File: config.mk
export PLATFORM = sky130hd
export DESIGN_NAME = window_min_max_filter_3x3_unit
export DESIGN_NICKNAME = d
export VERILOG_FILES = /design/src/design/wmmf_pkg.sv /design/src/design/wmmf_line_ram.sv /design/src/design/wmmf_kernel.sv /design/src/design/window_min_max_filter_3x3_unit.sv
export SDC_FILE = /design/constraint.sdc
export NUM_CORES = 2
export LEC_CHECK = 0
export BUFFER_PORTS_ARGS = -buffer_cell sky130_fd_sc_hd__buf_2
export CAP_MARGIN = 10
export CORE_MARGIN = 2
export CORE_UTILIZATION = 45
export CTS_BUF_LIST = sky130_fd_sc_hd__clkbuf_4
export CTS_CLUSTER_SIZE = 24
export DETAILED_ROUTE_END_ITERATION = 8
export GPL_TIMING_DRIVEN = 0
export MAX_ROUTING_LAYER = met4
export SYNTH_ARGS = -nofsm -noshare
export SYNTH_HDL_FRONTEND = slang
export SYNTH_SLANG_ARGS = --single-unit
File: constraint.sdc
create_clock -name clk -period 11.5 [get_ports clk]
set_input_delay 1.15 -clock clk [delete_from_list [all_inputs] [get_ports clk]]
set_output_delay 1.15 -clock clk [all_outputs]
set_load 0.005 [all_outputs]
File: src/design/wmmf_pkg.sv
// Shared types and constants for the 3x3 min/max window filter.
package wmmf_pkg;

  localparam int MAX_WIDTH_DEF  = 256;
  localparam int MAX_HEIGHT_DEF = 256;

  localparam int PIX_W     = 8;
  localparam int CFG_W     = 9;
  localparam int CFG_IDX_W = 2;

  localparam int RESET_FRAME_WIDTH  = 176;
  localparam int RESET_FRAME_HEIGHT = 144;

  localparam logic [PIX_W-1:0] PIX_MAX = 8'hFF;
  localparam logic [PIX_W-1:0] PIX_MIN = 8'h00;

  localparam logic [CFG_IDX_W-1:0] REG_FRAME_WIDTH  = 2'd0;
  localparam logic [CFG_IDX_W-1:0] REG_FRAME_HEIGHT = 2'd1;

  typedef logic [PIX_W-1:0] pix_t;

  // one window column, index 0 is the oldest row
  typedef pix_t [2:0] pcol_t;
  // three columns, index 0 is the leftmost
  typedef pcol_t [2:0] win_t;

  typedef struct packed {
    logic [2:0] rows;
    logic [2:0] cols;
  } nb_mask_t;

  // centres one pixel can release, in raster order
  typedef enum logic [1:0] {
    RES_UP_MID   = 2'd0,
    RES_UP_LAST  = 2'd1,
    RES_LOW_MID  = 2'd2,
    RES_LOW_LAST = 2'd3
  } res_kind_t;

endpackage

File: src/design/wmmf_line_ram.sv
// Line store RAM: one write port, one registered read port.
module wmmf_line_ram #(
  parameter int DEPTH  = 256,
  parameter int DATA_W = 16
) (
  input  logic                     clk,
  input  logic                     wr_en,
  input  logic [$clog2(DEPTH)-1:0] wr_addr,
  input  logic [DATA_W-1:0]        wr_data,
  input  logic                     rd_en,
  input  logic [$clog2(DEPTH)-1:0] rd_addr,
  output logic [DATA_W-1:0]        rd_data
);

  logic [DATA_W-1:0] mem [DEPTH];

  always_ff @(posedge clk) begin
    if (wr_en) begin
      mem[wr_addr] <= wr_data;
    end
  end

  always_ff @(posedge clk) begin
    if (rd_en) begin
      rd_data <= mem[rd_addr];
    end
  end

endmodule

File: src/design/wmmf_kernel.sv
// Masked minimum and maximum over a 3x3 window.
module wmmf_kernel import wmmf_pkg::*; (
  input  win_t     win,
  input  nb_mask_t mask,
  output pix_t     min_value,
  output pix_t     max_value
);

  pix_t col_min [3];
  pix_t col_max [3];

  always_comb begin
    for (int k = 0; k < 3; k++) begin
      col_min[k] = PIX_MAX;
      col_max[k] = PIX_MIN;
      for (int j = 0; j < 3; j++) begin
        if (mask.rows[j] && mask.cols[k]) begin
          if (win[k][j] < col_min[k]) col_min[k] = win[k][j];
          if (win[k][j] > col_max[k]) col_max[k] = win[k][j];
        end
      end
    end
  end

  always_comb begin
    min_value = col_min[0];
    max_value = col_max[0];
    for (int k = 1; k < 3; k++) begin
      if (col_min[k] < min_value) min_value = col_min[k];
      if (col_max[k] > max_value) max_value = col_max[k];
    end
  end

endmodule

File: src/design/window_min_max_filter_3x3_unit.sv
// Top level of the 3x3 min/max window filter (grayscale erosion and dilation).
//
// Pixels enter in raster order, one per cycle while in_stall is low. Two line
// stores share one RAM word per column, read as a pixel is taken and written
// back as it leaves the window stage, with forwarding when the same column comes
// round again at once. A pixel releases the centre up and to its left; in the
// last column and the last row it releases up to four, and the result stage
// issues one result per cycle while the output is not stalled, so such a pixel
// holds the input until its extra results are issued. A write to the width or
// height register restarts the frame at row 0, column 0; widths and heights of 0
// act as 1 and values above the maximum act as the maximum.
module window_min_max_filter_3x3_unit import wmmf_pkg::*; #(
  parameter int MAX_WIDTH  = MAX_WIDTH_DEF,
  parameter int MAX_HEIGHT = MAX_HEIGHT_DEF
) (
  input  logic                 clk,
  input  logic                 rst,
  input  logic                 cfg_write,
  input  logic [CFG_IDX_W-1:0] cfg_index,
  input  logic [CFG_W-1:0]     cfg_data,
  input  logic                 in_valid,
  output logic                 in_stall,
  input  logic [PIX_W-1:0]     pixel,
  output logic                 out_valid,
  input  logic                 out_stall,
  output logic [PIX_W-1:0]     min_value,
  output logic [PIX_W-1:0]     max_value,
  output logic [7:0]           center_row,
  output logic [7:0]           center_col,
  output logic                 last_of_run,
  output logic                 frame_done
);

  localparam int CW = $clog2(MAX_WIDTH);
  localparam int DW = CW + 1;
  localparam int RW = $clog2(MAX_HEIGHT);
  localparam int HW = RW + 1;

  logic [DW-1:0] frame_width, width_cfg;
  logic [HW-1:0] frame_height, height_cfg;
  logic [CW-1:0] col_pos, col_pos_next;
  logic [RW-1:0] row_pos, row_pos_next;
  logic          last_col_in, last_row_in;
  logic [DW+CFG_W-1:0] wd_ext;
  logic [HW+CFG_W-1:0] hd_ext;

  logic          s1_valid;
  logic [3:0]    s1_pend;
  logic [CW-1:0] s1_col;
  logic [RW-1:0] s1_row;
  pix_t          s1_pixel;
  logic          fwd;
  logic [15:0]   fwd_data;
  logic [15:0]   ram_rd;
  logic [15:0]   s1_lines;

  logic [3:0]    pend_in;
  logic [3:0]    sel_onehot, rest;
  res_kind_t     kind;
  logic          out_ready, emit, s1_free, accept, retire;
  logic          c_ge1, c_ge2, r_ge1, r_ge2;
  nb_mask_t      mask;
  win_t          win;
  pcol_t         wcol0, wcol1;
  pix_t          k_min, k_max;
  logic [RW-1:0] crow;
  logic [CW-1:0] ccol;
  logic [RW+7:0] crow_ext;
  logic [CW+7:0] ccol_ext;

  // register writes
  always_comb begin
    wd_ext = {{DW{1'b0}}, cfg_data};
    hd_ext = {{HW{1'b0}}, cfg_data};
    if (cfg_data == '0) begin
      width_cfg = DW'(1);
    end else if (32'(cfg_data) > 32'(MAX_WIDTH)) begin
      width_cfg = DW'(MAX_WIDTH);
    end else begin
      width_cfg = wd_ext[DW-1:0];
    end
    if (cfg_data == '0) begin
      height_cfg = HW'(1);
    end else if (32'(cfg_data) > 32'(MAX_HEIGHT)) begin
      height_cfg = HW'(MAX_HEIGHT);
    end else begin
      height_cfg = hd_ext[HW-1:0];
    end
  end

  // position of the next pixel
  always_comb begin
    last_col_in  = (DW'({1'b0, col_pos}) + DW'(1)) == frame_width;
    last_row_in  = (HW'({1'b0, row_pos}) + HW'(1)) == frame_height;
    col_pos_next = last_col_in ? '0 : col_pos + CW'(1);
    if (!last_col_in) begin
      row_pos_next = row_pos;
    end else if (last_row_in) begin
      row_pos_next = '0;
    end else begin
      row_pos_next = row_pos + RW'(1);
    end
    pend_in[RES_UP_MID]   = (row_pos != '0) && (col_pos != '0);
    pend_in[RES_UP_LAST]  = (row_pos != '0) && last_col_in;
    pend_in[RES_LOW_MID]  = last_row_in && (col_pos != '0);
    pend_in[RES_LOW_LAST] = last_row_in && last_col_in;
  end

  // result selection in the window stage
  always_comb begin
    sel_onehot = s1_pend & (~s1_pend + 4'd1);
    rest       = s1_pend & ~sel_onehot;
    priority if (s1_pend[RES_UP_MID])  kind = RES_UP_MID;
    else if (s1_pend[RES_UP_LAST])     kind = RES_UP_LAST;
    else if (s1_pend[RES_LOW_MID])     kind = RES_LOW_MID;
    else                               kind = RES_LOW_LAST;
  end

  assign out_ready = !out_valid || !out_stall;
  assign emit      = s1_valid && (s1_pend != '0) && out_ready;
  assign s1_free   = !s1_valid || (s1_pend == '0) || (out_ready && (rest == '0));
  assign in_stall  = !s1_free;
  assign accept    = in_valid && s1_free;
  assign retire    = s1_valid && s1_free;

  assign s1_lines = fwd ? fwd_data : ram_rd;

  wmmf_line_ram #(
    .DEPTH  (MAX_WIDTH),
    .DATA_W (16)
  ) u_line_ram (
    .clk     (clk),
    .wr_en   (retire),
    .wr_addr (s1_col),
    .wr_data ({s1_lines[7:0], s1_pixel}),
    .rd_en   (accept),
    .rd_addr (col_pos),
    .rd_data (ram_rd)
  );

  always_comb begin
    c_ge1 = (s1_col != '0);
    c_ge2 = |s1_col[CW-1:1];
    r_ge1 = (s1_row != '0);
    r_ge2 = |s1_row[RW-1:1];
    win[0] = wcol0;
    win[1] = wcol1;
    win[2] = {s1_pixel, s1_lines[7:0], s1_lines[15:8]};
    unique case (kind)
      RES_UP_MID: begin
        mask.rows = r_ge2 ? 3'b111 : 3'b110;
        mask.cols = c_ge2 ? 3'b111 : 3'b110;
        crow      = s1_row - RW'(1);
        ccol      = s1_col - CW'(1);
      end
      RES_UP_LAST: begin
        mask.rows = r_ge2 ? 3'b111 : 3'b110;
        mask.cols = c_ge1 ? 3'b110 : 3'b100;
        crow      = s1_row - RW'(1);
        ccol      = s1_col;
      end
      RES_LOW_MID: begin
        mask.rows = r_ge1 ? 3'b110 : 3'b100;
        mask.cols = c_ge2 ? 3'b111 : 3'b110;
        crow      = s1_row;
        ccol      = s1_col - CW'(1);
      end
      RES_LOW_LAST: begin
        mask.rows = r_ge1 ? 3'b110 : 3'b100;
        mask.cols = c_ge1 ? 3'b110 : 3'b100;
        crow      = s1_row;
        ccol      = s1_col;
      end
      default: begin
        mask.rows = 3'b000;
        mask.cols = 3'b000;
        crow      = s1_row;
        ccol      = s1_col;
      end
    endcase
    crow_ext = {8'b0, crow};
    ccol_ext = {8'b0, ccol};
  end

  wmmf_kernel u_kernel (
    .win       (win),
    .mask      (mask),
    .min_value (k_min),
    .max_value (k_max)
  );

  // control state
  always_ff @(posedge clk) begin
    if (rst) begin
      frame_width  <= DW'(RESET_FRAME_WIDTH);
      frame_height <= HW'(RESET_FRAME_HEIGHT);
      col_pos      <= '0;
      row_pos      <= '0;
      s1_valid     <= 1'b0;
      s1_pend      <= '0;
      out_valid    <= 1'b0;
    end else begin
      if (cfg_write && (cfg_index == REG_FRAME_WIDTH)) begin
        frame_width <= width_cfg;
      end
      if (cfg_write && (cfg_index == REG_FRAME_HEIGHT)) begin
        frame_height <= height_cfg;
      end
      if (cfg_write && ((cfg_index == REG_FRAME_WIDTH) || (cfg_index == REG_FRAME_HEIGHT))) begin
        col_pos <= '0;
        row_pos <= '0;
      end else if (accept) begin
        col_pos <= col_pos_next;
        row_pos <= row_pos_next;
      end
      if (accept) begin
        s1_valid <= 1'b1;
        s1_pend  <= pend_in;
      end else if (retire) begin
        s1_valid <= 1'b0;
        s1_pend  <= '0;
      end else if (emit) begin
        s1_pend <= rest;
      end
      if (emit) begin
        out_valid <= 1'b1;
      end else if (!out_stall) begin
        out_valid <= 1'b0;
      end
    end
  end

  // payload
  always_ff @(posedge clk) begin
    if (accept) begin
      s1_col   <= col_pos;
      s1_row   <= row_pos;
      s1_pixel <= pixel;
      fwd      <= retire && (s1_col == col_pos);
      fwd_data <= {s1_lines[7:0], s1_pixel};
    end
    if (retire) begin
      wcol0 <= wcol1;
      wcol1 <= win[2];
    end
    if (emit) begin
      min_value   <= k_min;
      max_value   <= k_max;
      center_row  <= crow_ext[7:0];
      center_col  <= ccol_ext[7:0];
      last_of_run <= (rest == '0);
      frame_done  <= (kind == RES_LOW_LAST);
    end
  end

endmodule

==> reports/metrics.csv <==
stage,metric,value,unit
run_status,outcome,"finished, violations left",
run_status,failing checks,"max-capacitance violations, max-slew violations",
global_route,initial antenna violation count,86,
yosys,ys async rst share,0,%
cells_and_area,share of cells above drive strength 1,40.4,%
setup_path,CP arrival,12.35,ns
timing,max-slew violation count,14,
setup_path,Worst Setup End Kind,register,
global_route,vias in the first global route,94700,
setup_path,largest stage delay on the critical path,1.01,ns
global_route,largest net degree at the start of global routing,177,
placement,Final GP Congestion,1.02,
cts,"Reg clk slew, reported paths",0.07,ns
setup_path,Reg2Reg Depth,41,
timing,RSZ-0062 raised after global routing,false,
yosys,top post-synthesis cells by count,"4235 x edfxtp_1, 1254 x mux4_2, 369 x nor2_1",
cts,Num CTS Buffers,1173,
job,Max-Cap Viols,4,
cells_and_area,Filler cells,29200,
timing,minimum clock period,10.93,ns
setup_path,cell family with most CP delay,compound AO/OA/AOI/OAI gates,
yosys,main flop type after synthesis,edfxtp_1,
yosys,"Avg Cell Area, Syn",22.1,um2
setup_path,end of the worst register-to-register path,max_value[2],
power,Pleak,63.3,nW
timing,Fin Setup TNS,0,ns
timing,transition time of the tightest slew-check pin,1.55,ns
drt,WL/cell,46.0,um
power,VDD IR max,115,uV
die,Chip Width,617,um
die,site row count,225,
yosys,Post-synth EDFFs,4235,
placement,Final HPWL DP,470,mm
cts,CTS tree,built,
die,die area,0.380,mm2
global_route,"Remaining Overflow, GRT",0,
yosys,"Warnings, synthesis",0,
die,Initial Utilization,45.1,%
die,die height,617,um
setup_path,CP Launch Type,register,
timing,Fin Clk Skew,0.145,ns
timing,fin crit share,95.0,%
drt,WL final,693,mm
placement,I/O Buffers,58,
setup_path,"critical path fanouts, max",10,
setup_path,Crit path required time,12.92,ns
setup_path,Worst R2R Setup Slack,0.57,ns
timing,"Hold Violations, Final",0,
yosys,post-synth net total,7787,
drt,DR vias,100000,
cts,Skew-Pair Late Insertion Delay,1.78,ns
cts,clock buffer depth,5,
global_route,GRT Util Overall,37.6,%
yosys,"FF+latch count, synth",4275,
cells_and_area,Layout Nets,9416,
die,IO Pins,60,
cts,H-tree Lvls,7,
drt,via/cell ratio,6.65,
yosys,post-synthesis cell type count,92,
yosys,Mapped Area,0.169,mm2
drt,initial DRC count,20000,
setup_path,WS Path Type,reg2reg,
min_path,Tightest Hold Check Type,in2reg,
setup_path,critical path's slowest cell,a2bb2oi_1,
power,Power Density,163,mW/mm2
setup_path,cell depth of the worst setup path,41,
die,core area,0.375,mm2
yosys,post-synth top area share,75.3,%
placement,Post-Place Cells,13000,
yosys,top-count cell post-synth,edfxtp_1,
timing,# setup viols final,0,
setup_path,Setup crit end,max_value[2],
timing,Worst slew margin,-3.45,%
cells_and_area,register area,0.128,mm2
yosys,"top cells by area, synth","edfxtp_1 75%, mux4_2 17%, mux2i_1 0.97%",
cts,CTS Sinks,4275,
drt,Post-DRT Antenna Nets,0,
yosys,Post-Synthesis Cells,7637,
setup_path,worst r2r src,s1_col[6],
min_path,Hold Startpoint,pixel[6],
timing,maximum clock frequency,91.5,MHz
cts,root buf cell,clkbuf_4,
cells_and_area,Multi-input gate area,0.0402,mm2
drt,# DRC,0,
cells_and_area,area grow syn2layout,17.9,%
setup_path,Buf/Inv on CP,7,
cells_and_area,Post-Layout Cell Count,15100,
global_route,first-pass GRT wire length,889,mm
drt,DR pass1 iterations,8,
cts,cts repair resizes,0,
yosys,post-synthesis sequential area ratio,75.7,%
yosys,Yosys top cell by area,edfxtp_1,
setup_path,CP startpoint,s1_col[6],
[area by class of cell]
class / count / share of cell area (%)
Clock buffer: 1642 / 6.19
Antenna cell: 92 / 0.116
Clock inverter: 248 / 0.652
Inverter: 111 / 0.239
Buffer: 404 / 0.975
Multi-Input combinational cell: 2847 / 20.2
Tap cell: 4994 / 3.14
Timing Repair Buffer: 454 / 4.22
Sequential cell: 4275 / 64.3
[logic make-up after synthesis]
kind of cell               Yosys count  share of synthesized area [%]
DFF                               4275                           75.7
muxes                             1467                           18.0
and+or+nand+nor                    813                           2.19
buffers and inverters              515                           1.28
AOI/OAI and AO/OA                  386                           1.54
adders and majority gates          128                          0.945
xor gates and xnor gates            53                          0.275
[cell usage in the layout (no fill, tap or decap), types with 27 or more instances in the layout]
master / count
clkinv_1: 186
buf_2: 232
dfxtp_1: 40
o21ai_0: 65
edfxtp_1: 4235
clkbuf_1: 88
nor2_2: 114
inv_2: 28
mux2i_1: 164
nor2_1: 111
diode_2: 92
mux4_2: 1254
xnor2_1: 27
a21oi_1: 97
buf_8: 112
nand2_1: 218
mux2_2: 47
o22ai_1: 34
clkbuf_4: 1643
inv_1: 99
dlygate4sd3_1: 36
nand3_1: 37
buf_16: 158
clkbuf_2: 118
ha_1: 126
a21o_1: 30
buf_12: 84
nor2_4: 146
[timing repair]
| item | in CTS | in global routing |
|---|---|---|
| buffers inserted | 0 | 2 |
| hold buffers | 36 | 0 |
| hold endpoints to repair | 40 | 0 |
| setup endpoints to repair | 0 | 16 |
[flip-flops by register name, summed over array words and instances, names as in the netlist, 9 cells and up]
name	flops
u_line_ram.rd_data	16
fwd_data	16
frame_width	9
u_line_ram.mem	4096
frame_height	9
wcol0	24
wcol1	24
[worst min path at each step]
| stage | to | depth (start not counted) |
|---|---|---|
| floorplan | s1_col[2] | 0 |
| global placement | s1_col[4] | 0 |
| detailed placement | s1_col[4] | 0 |
| CTS | s1_pixel[2] | 2 |
| global route | s1_pixel[5] | 2 |
| finish | s1_pixel[6] | 2 |
[metrics by stage]
stage          total power [mW]  util [%]  setup slack [ns]  instance area, um2  hold WS (ns)
2_1_floorplan              18.6         -              2.05              169000         0.406
3_3_place_gp               19.5      46.8             -2.53              175000         0.411
3_5_place_dp               19.6      49.3             0.489              185000         0.415
4_1_cts                    32.4      53.1             0.405              199000      0.000915
5_1_grt                    33.3      53.1            0.0314              199000        0.0671
6_report                   32.4      53.1             0.574              199000         0.106
[report_power, final]
group | leakage [nW] | total, mW | internal, mW | switching (mW)
logic | 16.6 | 2.08 | 0.695 | 1.39
registers | 38.5 | 17.2 | 17.2 | 0.0313
clock network | 8.21 | 13.1 | 6.79 | 6.33
[per-layer routing]
layer	part of all wire (%)	GRT usage, %
met5	0	-
met4	8.0	25.9
met3	16	15.8
met2	43	52.3
met1	33	44.4
(Power assumes the default switching activity.)
